$ cat src/sv/srat_pkg.sv
// package for the source range association table: constants, payload types, status codes
package srat_pkg;

    localparam int ENTRIES      = 64;
    localparam int IDX_W        = $clog2(ENTRIES);
    localparam int CNT_W        = $clog2(ENTRIES + 1);

    localparam logic [1:0] OP_CREATE   = 2'd0;
    localparam logic [1:0] OP_FIND_AT  = 2'd1;
    localparam logic [1:0] OP_FIND     = 2'd2;
    localparam logic [1:0] OP_UNUSED   = 2'd3;

    localparam logic [2:0] ST_INSERTED  = 3'd0;
    localparam logic [2:0] ST_REPLACED  = 3'd1;
    localparam logic [2:0] ST_FOUND     = 3'd2;
    localparam logic [2:0] ST_NOT_FOUND = 3'd3;
    localparam logic [2:0] ST_FULL      = 3'd4;

    typedef struct packed {
        logic [1:0]  operation;
        logic [15:0] source_id;
        logic [31:0] extent_offset;
        logic [31:0] extent_size;
        logic        has_focus;
        logic [31:0] focus_offset;
        logic [31:0] focus_size;
        logic [31:0] semantic_id;
        logic [31:0] query_offset;
    } in_item_t;

    typedef struct packed {
        logic [2:0]  status;
        logic [31:0] result_semantic;
        logic [15:0] result_source;
        logic [31:0] result_extent_offset;
        logic [31:0] result_extent_size;
        logic        result_has_focus;
        logic [31:0] result_focus_offset;
        logic [31:0] result_focus_size;
    } out_item_t;

    // one stored association
    typedef struct packed {
        logic [15:0] source;
        logic [31:0] extent_offset;
        logic [31:0] extent_size;
        logic        has_focus;
        logic [31:0] focus_offset;
        logic [31:0] focus_size;
        logic [31:0] semantic;
    } entry_t;

    // search token traveling down the chain
    typedef struct packed {
        logic             live;
        logic             have;
        logic             focused;
        logic [31:0]      best;
        logic [IDX_W-1:0] pick;
        entry_t           hit;
    } token_t;

endpackage

$ cat src/sv/srat_cell.sv
// one cell of the chain: holds one entry, matches it against the passing query
module srat_cell
    import srat_pkg::*;
(
    input  logic             clk,
    input  logic             rst_n,
    input  in_item_t         query,
    input  logic             used,
    input  logic [IDX_W-1:0] slot,
    input  logic             wr_en,
    input  token_t           tok_in,
    output token_t           tok_out
);
    entry_t ent_reg;
    token_t tok_reg;
    token_t tok_next;
    logic   same;
    logic   in_f;
    logic   in_e;
    logic [31:0] sz;
    logic [31:0] fo_q;
    logic [31:0] fs_q;

    always_ff @(posedge clk)
    begin
        if (wr_en)
        begin
            ent_reg.source        <= query.source_id;
            ent_reg.extent_offset <= query.extent_offset;
            ent_reg.extent_size   <= query.extent_size;
            ent_reg.has_focus     <= query.has_focus;
            ent_reg.focus_offset  <= fo_q;
            ent_reg.focus_size    <= fs_q;
            ent_reg.semantic      <= query.semantic_id;
        end
    end

    always_comb
    begin
        fo_q = query.has_focus ? query.focus_offset : 32'd0;
        fs_q = query.has_focus ? query.focus_size : 32'd0;
        same = ent_reg.source == query.source_id
            && ent_reg.extent_offset == query.extent_offset
            && ent_reg.extent_size == query.extent_size
            && ent_reg.has_focus == query.has_focus
            && ent_reg.focus_offset == fo_q && ent_reg.focus_size == fs_q;
        in_f = ent_reg.has_focus && query.query_offset >= ent_reg.focus_offset
            && (query.query_offset - ent_reg.focus_offset) < ent_reg.focus_size;
        in_e = query.query_offset >= ent_reg.extent_offset
            && (query.query_offset - ent_reg.extent_offset) < ent_reg.extent_size;
        sz = in_f ? ent_reg.focus_size : ent_reg.extent_size;
        tok_next = tok_in;
        if (tok_in.live && used)
        begin
            unique case (query.operation)
                OP_CREATE:
                    if (!tok_in.have && same)
                    begin
                        tok_next.have = 1'b1;
                        tok_next.pick = slot;
                        tok_next.hit  = ent_reg;
                    end
                OP_FIND_AT:
                    if ((in_f || in_e) && (!tok_in.have || (in_f && !tok_in.focused)
                        || (in_f == tok_in.focused && sz < tok_in.best)))
                    begin
                        tok_next.have    = 1'b1;
                        tok_next.focused = in_f;
                        tok_next.best    = sz;
                        tok_next.hit     = ent_reg;
                    end
                OP_FIND:
                    if (!tok_in.have && ent_reg.semantic == query.semantic_id)
                    begin
                        tok_next.have = 1'b1;
                        tok_next.hit  = ent_reg;
                    end
                default: tok_next = tok_in;
            endcase
        end
    end

    always_ff @(posedge clk or negedge rst_n)
    begin
        if (!rst_n)
            tok_reg <= '0;
        else
            tok_reg <= tok_next;
    end

    assign tok_out = tok_reg;
endmodule

$ cat config.mk
export PLATFORM = sky130hd
export DESIGN_NAME = srat_cell
export DESIGN_NICKNAME = d
export VERILOG_FILES = /design/src/sv/srat_pkg.sv /design/src/sv/srat_cell.sv
export SDC_FILE = /design/constraint.sdc
export NUM_CORES = 1
export LEC_CHECK = 0
export BUFFER_PORTS_ARGS = -buffer_cell sky130_fd_sc_hd__buf_2
export CORE_MARGIN = 3
export CORE_UTILIZATION = 40
export DETAILED_ROUTE_END_ITERATION = 10
export GPL_TIMING_DRIVEN = 0
export HOLD_SLACK_MARGIN = 0.08
export SLEW_MARGIN = 30
export SYNTH_ARGS = -nofsm -noshare
export SYNTH_HDL_FRONTEND = slang
export SYNTH_SLANG_ARGS = --single-unit
$ cat constraint.sdc
create_clock -name clk -period 15.5 [get_ports clk]
set_clock_uncertainty 0.05 [all_clocks]
set_input_delay 0 -clock clk [delete_from_list [all_inputs] [get_ports clk]]
set_output_delay 0 -clock clk [all_outputs]
set_load 0.005 [all_outputs]
* After elaboration in Yosys (flattened, before gate mapping)
Cells that the tools add are included.
** Word-level totals
- Register bits after elaboration :: 395
- Input bits :: 439
- Output and inout port bits :: 218
- Word-level logic and storage cells :: 70
** Operators by class
- Add/sub/neg operators :: 2
- $lt $le $gt $ge :: 5
- Equal/unequal tests :: 10
- Multiplexer cells :: 14
- Reductions and logical operators :: 20
** Operators by type and width (count)
- 177-bit case mux with 3 select lines :: 1
- 177-bit two-way mux :: 2
- 217-bit two-way mux :: 1
- 183-bit two-way mux :: 1
- 32-bit == test :: 5
- 32-bit < comparator :: 3
- 32-bit two-way mux :: 3
- 32-bit greater-or-equal comparator :: 2
- 32-bit subtractor :: 2
- 34-bit two-way mux :: 1
- 33-bit two-way mux :: 1
- 16-bit == test :: 1
- 1-bit logical AND :: 14
- 6-bit two-way mux :: 1
- 1-bit logical OR :: 3
- 1-bit case mux with 3 select lines :: 1
- 1-bit == test :: 2
- 2-bit by 1-bit == test with 1-bit output, second input constant :: 1
- 2-bit == test, second input constant :: 1
- 1-bit zero test :: 2
- 2-bit zero test :: 1
- 1-bit two-way mux :: 2

* Depth between registers and ports, before layout
Gate-level depths: netlist of run 1.
- Depth after elaboration :: 11
- Depth in mapped cells :: 35
- Gate-level depth less buffers :: 31

* Least setup slack after synthesis of run 1
Ideal clock, no wire load.
- Kind :: flip-flop to flip-flop
- Start :: register ent_reg[65] (netlist name)
- End :: register tok_reg (netlist bit tok_out[206])
- Library setup time :: 0.128 ns
- Arrival :: 7.565 ns
- Data required time :: 15.322 ns
- Slack :: 7.758 ns
- Stages on the path, launching flop included :: 34
- Buffers on the path :: 3
- Period minus slack after synthesis :: 7.742 ns
- Cells stage by stage :: edfxtp_1 > inv_1 > ha_1 > nor2b_1 > o21a_1 > o21ai_0 > a21oi_1 > a311o_1 > o31a_1 > o21a_1 > a211o_1 > o311ai_0 > ha_1 > a21o_1 > a21o_1 > a21oi_1 > nor3_1 > nor3_1 > nand2_1 > clkbuf_1 > clkbuf_1 > nand2_1 > o21ai_0 > ha_1 > a21oi_1 > nand2_1 > a221o_1 > a221o_1 > or4b_1 > o311a_1 > a311o_1 > nor3_4 > buf_4 > mux2_1
** RTL lines
- start, declared :: RTL line srat_cell.sv:14 : entry_t ent_reg;
- end signal, assigned :: RTL line srat_cell.sv:88 : tok_reg <= tok_next;
- end, declared :: RTL line srat_cell.sv:15 : token_t tok_reg;

==> metrics.txt, run 1 <==
FP Rows 100; Vias/cell 6.209; Largest register FFs approximately 220; Port Buf Inserts roughly 660; crit-path max cell delay roughly 980 ps; P_leak 17.30 nW; IO Pins 657; Total Routing Usage GR approximately two fifths; Critical Path AT ~12000 ps; Worst Hold Margin approximately 87 ps; sum of buffers and inverters on the critical path 5; class of the worst hold path in2reg; DP Wirelength approximately 120000 um; Worst R2R Path Depth 34; fin crit period ~11000 ps; number of H-tree levels 2; postcts setup bufs 0; die area 0.07959 mm2; post-synthesis net count around 4100; total grt overflow 0; die extent in y roughly 280 um; largest net degree at the start of global routing 80; period utilisation layout around 73%; CP Launch Type register; Reg clk slew, reported paths 70 ps; Crit Reg-Reg Startpoint ent_reg[65]$_DFFE_PP_; vias in the first global route roughly 33000; TritonRoute pass-1 iters 8; R2R setup slack a little over 4000 ps; fillers around 7000; synth-to-layout area growth 36.43%; Post-Route WL approximately 160000 um; RSZ-0062 raised after global routing no; overall power about 3.7 mW; setup TNS 0 ps; Initial Util 40.69%; final setup violation count 0; Ys Warns 0; Synth cell types 78; cell mode on critical path a21oi_1; Top FF cell, synth dfrtp_1; relative slew slack between 20% and 30%; Post-Layout Cell Count approximately 5700; vias roughly 35000; 1st-iter DRT viols about 4200; master of the slowest instance on the critical path a311oi_2; Root Driver clkbuf_16; PD cells 88.66 mW/mm2; Horiz. Die Dim 282.1 um; Max FO, Critical Path 10; cell area after synthesis 0.03050 mm2; commonest cells after routing, fill and taps aside buf_2, dlygate4sd3_1, o21ai_0, nand2_1, dfrtp_1; Yosys reg bits ~400; reg-to-reg endpoint tok_out[99]$_DFF_PN0_; Reg area 0.01077 mm2; core outline area roughly 0.075 mm2; first-pass GRT wire length 224500 um; Max-cap violations 0; register area share after synthesis 35.32%; maximum clock rate just under 0.09 GHz; critical path type reg2reg; hold path endpoint ent_reg[17]$_DFFE_PP_; Worst-Margin Slew about 1100 ps; Mean Syn Cell Area just under 9 um2; Worst-Skew Late Latency approximately 640 ps; Syn Inst Count ~3500; Layout Nets around 5200; RePlAce Congestion between 0.9 and 1; Worst EP required around 16000 ps; fin util between 50% and 60%; share of layout cells above drive strength 1 around 17%; CTS Buf Count 48; Slew Limit Fails 0; Max Buffers Root-to-Sink 3; critical path endpoint category register; Worst Hold Depth 2; Fin. Hold Viols 0; Placed Cells approximately 5000; Multi-input gate area around 0.018 mm2; status complete, no violations; Clock Sink Count 395; Antenna Nets Post-Route 0; most common cell after layout, fill and taps aside buf_2; hold path startpoint query[49]; number of enable flip-flop cells after synthesis about 180; Crit path max-delay family compound AO/OA/AOI/OAI gates; Avg WL per Cell between 20 and 30 um; CTS tree done; initial antenna violation count just over 40; Peak VDD IR ~0.076 mV; asr flop ratio synth approximately 55%; drt drc 0
==> Yosys cell counts, types with 9 or more instances <==
cell type | number | area [um2]
o21ai_0 | 439 | 2197
nand2_1 | 260 | 975.9
dfrtp_1 | 218 | 5455
clkbuf_1 | 217 | 814.5
nor3_1 | 199 | 996.0
a21oi_1 | 192 | 960.9
nand4b_1 | 187 | 1638
inv_1 | 185 | 694.4
o31a_1 | 178 | 1559
edfxtp_1 | 177 | 5315
a2bb2oi_1 | 176 | 1541
ha_1 | 158 | 1977
xor2_1 | 97 | 849.6
xnor2_1 | 69 | 604.3
and2_1 | 65 | 406.6
a21boi_0 | 60 | 450.4
nor2_1 | 60 | 225.2
a21o_1 | 45 | 337.8
nand3_1 | 40 | 200.2
nor4_1 | 33 | 206.5
nand4_1 | 32 | 200.2
nor2b_1 | 32 | 200.2
buf_2 | 30 | 150.1
mux2_1 | 29 | 326.6
o21a_1 | 28 | 210.2
o22ai_1 | 24 | 150.1
a2111oi_0 | 13 | 113.9
and3_1 | 13 | 81.33
o211ai_1 | 13 | 97.59
a211oi_1 | 11 | 82.58
a31oi_1 | 11 | 68.82
buf_1 | 11 | 41.29
mux2_2 | 10 | 112.6
a32oi_1 | 9 | 78.83
nand2b_1 | 9 | 56.30
nand3b_1 | 9 | 67.56
o2111ai_1 | 9 | 78.83
==> repair_timing <==
item / CTS / global route
hold buffers: 464 / 0
endpoints found under the hold margin: 708 / 0
gates resized for setup: 0 / 0
==> final cells by class <==
type                    instances  area share [%]
repair buffers               1128           19.64
clock inverters                29          0.8120
multi-input cells            2613           43.23
well taps                     969           2.914
flip-flops and latches        395           25.89
inverters                     185           1.669
clock buffers                  61           3.125
plain buffers                 263           2.556
diodes                         29          0.1744
==> worst reg2reg max path, delay by kind of cell, from the launching register on <==
kind / cells / cell delay [ps]
AND/OR/NAND/NOR: 7 / 1940
AO/OA/AOI/OAI: 19 / 5880
flip-flops: 1 / 480
buffers and inverters: 5 / 1800
adder cells (fa/ha/maj): 3 / 1080
==> layer usage <==
layer	track usage (%)	wire, um	vias up	part of all wire [%]
met5	0	182	-	0.11
met4	20.34	10370	28	6.5
met3	8.774	16810	484	10
met2	60.26	70240	2221	44
met1	49.48	62790	16960	39
li1	-	-	15520	-
==> worst max-delay path by stage <==
stage	depth (start not counted)	slack, ps	end	startpoint
5_1_grt	34	4050	tok_out[99]$_DFF_PN0_	ent_reg[65]$_DFFE_PP_
6_report	34	4120	tok_out[99]$_DFF_PN0_	ent_reg[65]$_DFFE_PP_
3_3_place_gp	34	4690	tok_out[101]$_DFF_PN0_	ent_reg[65]$_DFFE_PP_
3_5_place_dp	34	4710	tok_out[99]$_DFF_PN0_	ent_reg[65]$_DFFE_PP_
2_1_floorplan	33	7760	tok_out[206]$_DFF_PN0_	ent_reg[65]$_DFFE_PP_
4_1_cts	34	4670	tok_out[99]$_DFF_PN0_	ent_reg[65]$_DFFE_PP_
==> logic make-up (layout without fill, tap and decap cells) <==
group                      Yosys count  after routing  synth area share, %
AOI/OAI and AO/OA                 1276           1276                28.01
and+or+nand+nor                    969            969                18.04
buffers and inverters              448           1666                5.711
DFF                                395            395                35.32
xor gates and xnor gates           166            166                4.767
adders and majority gates          160            160                6.614
muxes                               42             42                1.539
other                                0             29                    0
==> through the flow <==
stage,area (um2),setup WS (ps)
2_1_floorplan,30500,7758
4_1_cts,41530,4672
3_3_place_gp,34990,4689
3_5_place_dp,35230,4715
5_1_grt,41570,4051
6_report,41610,4122
==> power by group <==
group	total, mW	switching (mW)	internal (mW)
Clock	1.21	0.517	0.698
Sequential	1.27	0.0784	1.19
Combinational	1.20	0.718	0.484
Note: power is estimated with default switching activity, not from simulation.
==> inputs of run 2 (changes only) <==
==> constraint.sdc (replaced) <==
create_clock -name clk -period 10.67 [get_ports clk]
set_clock_uncertainty 0.05 [all_clocks]
set_input_delay 0 -clock clk [delete_from_list [all_inputs] [get_ports clk]]
set_output_delay 0 -clock clk [all_outputs]
set_load 0.005 [all_outputs]
==> metrics.txt, run 2 (same netlist as run 1, synthesis figures left out) <==
status complete, no violations; met2 GRT Util 60.26% (unchanged); overall power 5.361 mW (+45%); Initial Util 40.69% (unchanged); fin crit period 10410 ps (-969.4 ps); Horiz. Die Dim 282.1 um (unchanged); RePlAce Congestion 0.9884 (unchanged); Max Buffers Root-to-Sink 3 (unchanged); GR peak layer met2; period utilisation layout 97.55% (+24 points); DP Wirelength 123100 um (unchanged); crit-path max cell delay 610 ps (-370 ps); fin util 55.55% (about the same); final setup violation count 0 (unchanged); hold path startpoint query[49]; die area 0.07959 mm2 (unchanged); IO Pins 657 (unchanged); met1 usage 49.47% (about the same); CP Launch Type register; Max-cap violations 0 (unchanged); largest net degree at the start of global routing 80 (unchanged); Slew Limit Fails 0 (unchanged); relative slew slack 26.77% (+2.1 points); global routing usage on met3 8.774% (unchanged); total grt overflow 0 (unchanged); Post-Layout Cell Count 5671 (-0.018%); Worst Hold Margin 85.85 ps (-1.268 ps); Avg WL per Cell 28.29 um (about the same); synth-to-layout area growth 36.51% (about the same); Layout Nets 5235 (+0.038%); part of the power in the clock network 32.9% (about the same); FP Rows 100 (unchanged); initial antenna violation count 41 (unchanged); Root Driver clkbuf_16; Critical Path AT 10810 ps (-970 ps); Max FO, Critical Path 10 (unchanged); Vias/cell 6.212 (about the same); Switching Share 35.55% (-0.053 points); share of layout cells above drive strength 1 17.41% (+0.057 points); Worst R2R Path Depth 34 (unchanged); die extent in y 282.1 um (unchanged); vias in the first global route 33270 (-0.036%); first-pass GRT wire length 224500 um (about the same); R2R setup slack 260 ps (-3860 ps); Peak VDD IR 0.1098 mV (+45%); critical path endpoint category register; Largest register FFs 218 (unchanged); post-route cell area 0.04163 mm2 (about the same); Reg clk slew, reported paths 70 ps (about the same); Worst-Skew Late Latency 640 ps (about the same); CTS tree done; Worst-Margin Slew 1098 ps (-31.62 ps); vias 35230 (+0.031%); Fin. Hold Viols 0 (unchanged); setup TNS 0 ps (unchanged); Post-Route WL 160400 um (about the same); hold path endpoint ent_reg[17]$_DFFE_PP_; Final Worst Setup Slack 261.2 ps (-3861 ps); most common cell after layout, fill and taps aside buf_2; commonest cells after routing, fill and taps aside buf_2, dlygate4sd3_1, o21ai_0, nand2_1, dfrtp_1; PD cells 128.8 mW/mm2 (+45%); Post-DP Area 0.03523 mm2 (unchanged); number of H-tree levels 2 (unchanged); Worst EP required 11070 ps (-4830 ps); class of the worst hold path in2reg; TritonRoute pass-1 iters 6 (-2); core outline area 0.07495 mm2 (unchanged); Gate power share 32.7% (about the same); critical path type reg2reg; Placement Setup Slack -115.3 ps (-4830 ps); maximum clock rate 0.09607 GHz (+9.3%); Total Routing Usage GR 38.43% (about the same); Crit Reg-Reg Startpoint ent_reg[65]$_DFFE_PP_; 1st-iter DRT viols 4112 (-2.3%); Placed Cells 5089 (unchanged); Clock Sink Count 395 (unchanged); Antenna Nets Post-Route 0 (unchanged); master of the slowest instance on the critical path or4b_1; sequential share of power 34.5% (about the same); P_leak 17.31 nW (about the same); Net Switching 1.906 mW (+45%); Worst Hold Depth 2 (unchanged); reg-to-reg endpoint tok_out[146]$_DFF_PN0_; CTS Buf Count 48 (unchanged); Port Buf Inserts 655 (unchanged); RSZ-0062 raised after global routing no; Power Internal 3.455 mW (+45%); drt drc 0 (unchanged)
## run 2: cell count changes in the layout (fill, tap and decap cells not counted), sizes merged
cell,before,now
diode,29,26
buf,711,713
## run 2: worst max-delay path by stage
stage,depth (start not counted),start,to
finish,34,ent_reg[65]$_DFFE_PP_,tok_out[146]$_DFF_PN0_
global route,34,ent_reg[65]$_DFFE_PP_,tok_out[146]$_DFF_PN0_
CTS,34,ent_reg[65]$_DFFE_PP_,tok_out[99]$_DFF_PN0_
detailed placement,34,ent_reg[65]$_DFFE_PP_,tok_out[99]$_DFF_PN0_
global placement,34,ent_reg[65]$_DFFE_PP_,tok_out[101]$_DFF_PN0_
floorplan,33,ent_reg[65]$_DFFE_PP_,tok_out[206]$_DFF_PN0_
## run 2: final cells by class
| cell class | instances | area [um2] |
|---|---|---|
| diodes | 26 | 65.06 |
| plain buffers | 263 | 1066 |
| clock buffers | 61 | 1300 |
| clock inverters | 29 | 337.8 |
| fillers | 6928 | 33310 |
| inverters | 185 | 694.4 |
| multi-input cells | 2613 | 18000 |
| flip-flops and latches | 395 | 10770 |
| well taps | 969 | 1212 |
| repair buffers | 1130 | 8185 |
## run 2: layer usage
layer | vias up | wire, um
li1 | 15520 | -
met1 | 16990 | 62430
met5 | - | 182
met2 | 2210 | 70600
met4 | 28 | 10310
met3 | 487 | 16920
## run 2: what timing repair did
| item | in CTS | in global routing |
|---|---|---|
| hold buffers | 464 | 0 |
| hold endpoints to repair | 708 | 0 |
| setup endpoints to repair | 5 | 111 |
| resized for setup | 1 | 5 |
| setup buffers | 0 | 2 |
| gates cloned | 0 | 0 |
| pin swaps | 0 | 1 |
## run 2: power by group through the flow
| stage | combinational [mW] | sequential (mW) | clock (mW) |
|---|---|---|---|
| 2_1_floorplan | 0.877 | 1.83 | 0 |
| 3_3_place_gp | 1.52 | 1.87 | 0 |
| 3_5_place_dp | 1.54 | 1.87 | 0 |
| 4_1_cts | 1.70 | 1.84 | 1.78 |
| 5_1_grt | 1.88 | 1.85 | 1.84 |
| 6_report | 1.75 | 1.85 | 1.76 |
## run 2: critical path, delay by kind of cell (launching register included)
kind,cells,cell delay [ps]
AOI/OAI and AO/OA,19,5630
adders and majority gates,3,1020
buffers and inverters,5,1410
DFF,1,500
and+or+nand+nor,7,1630
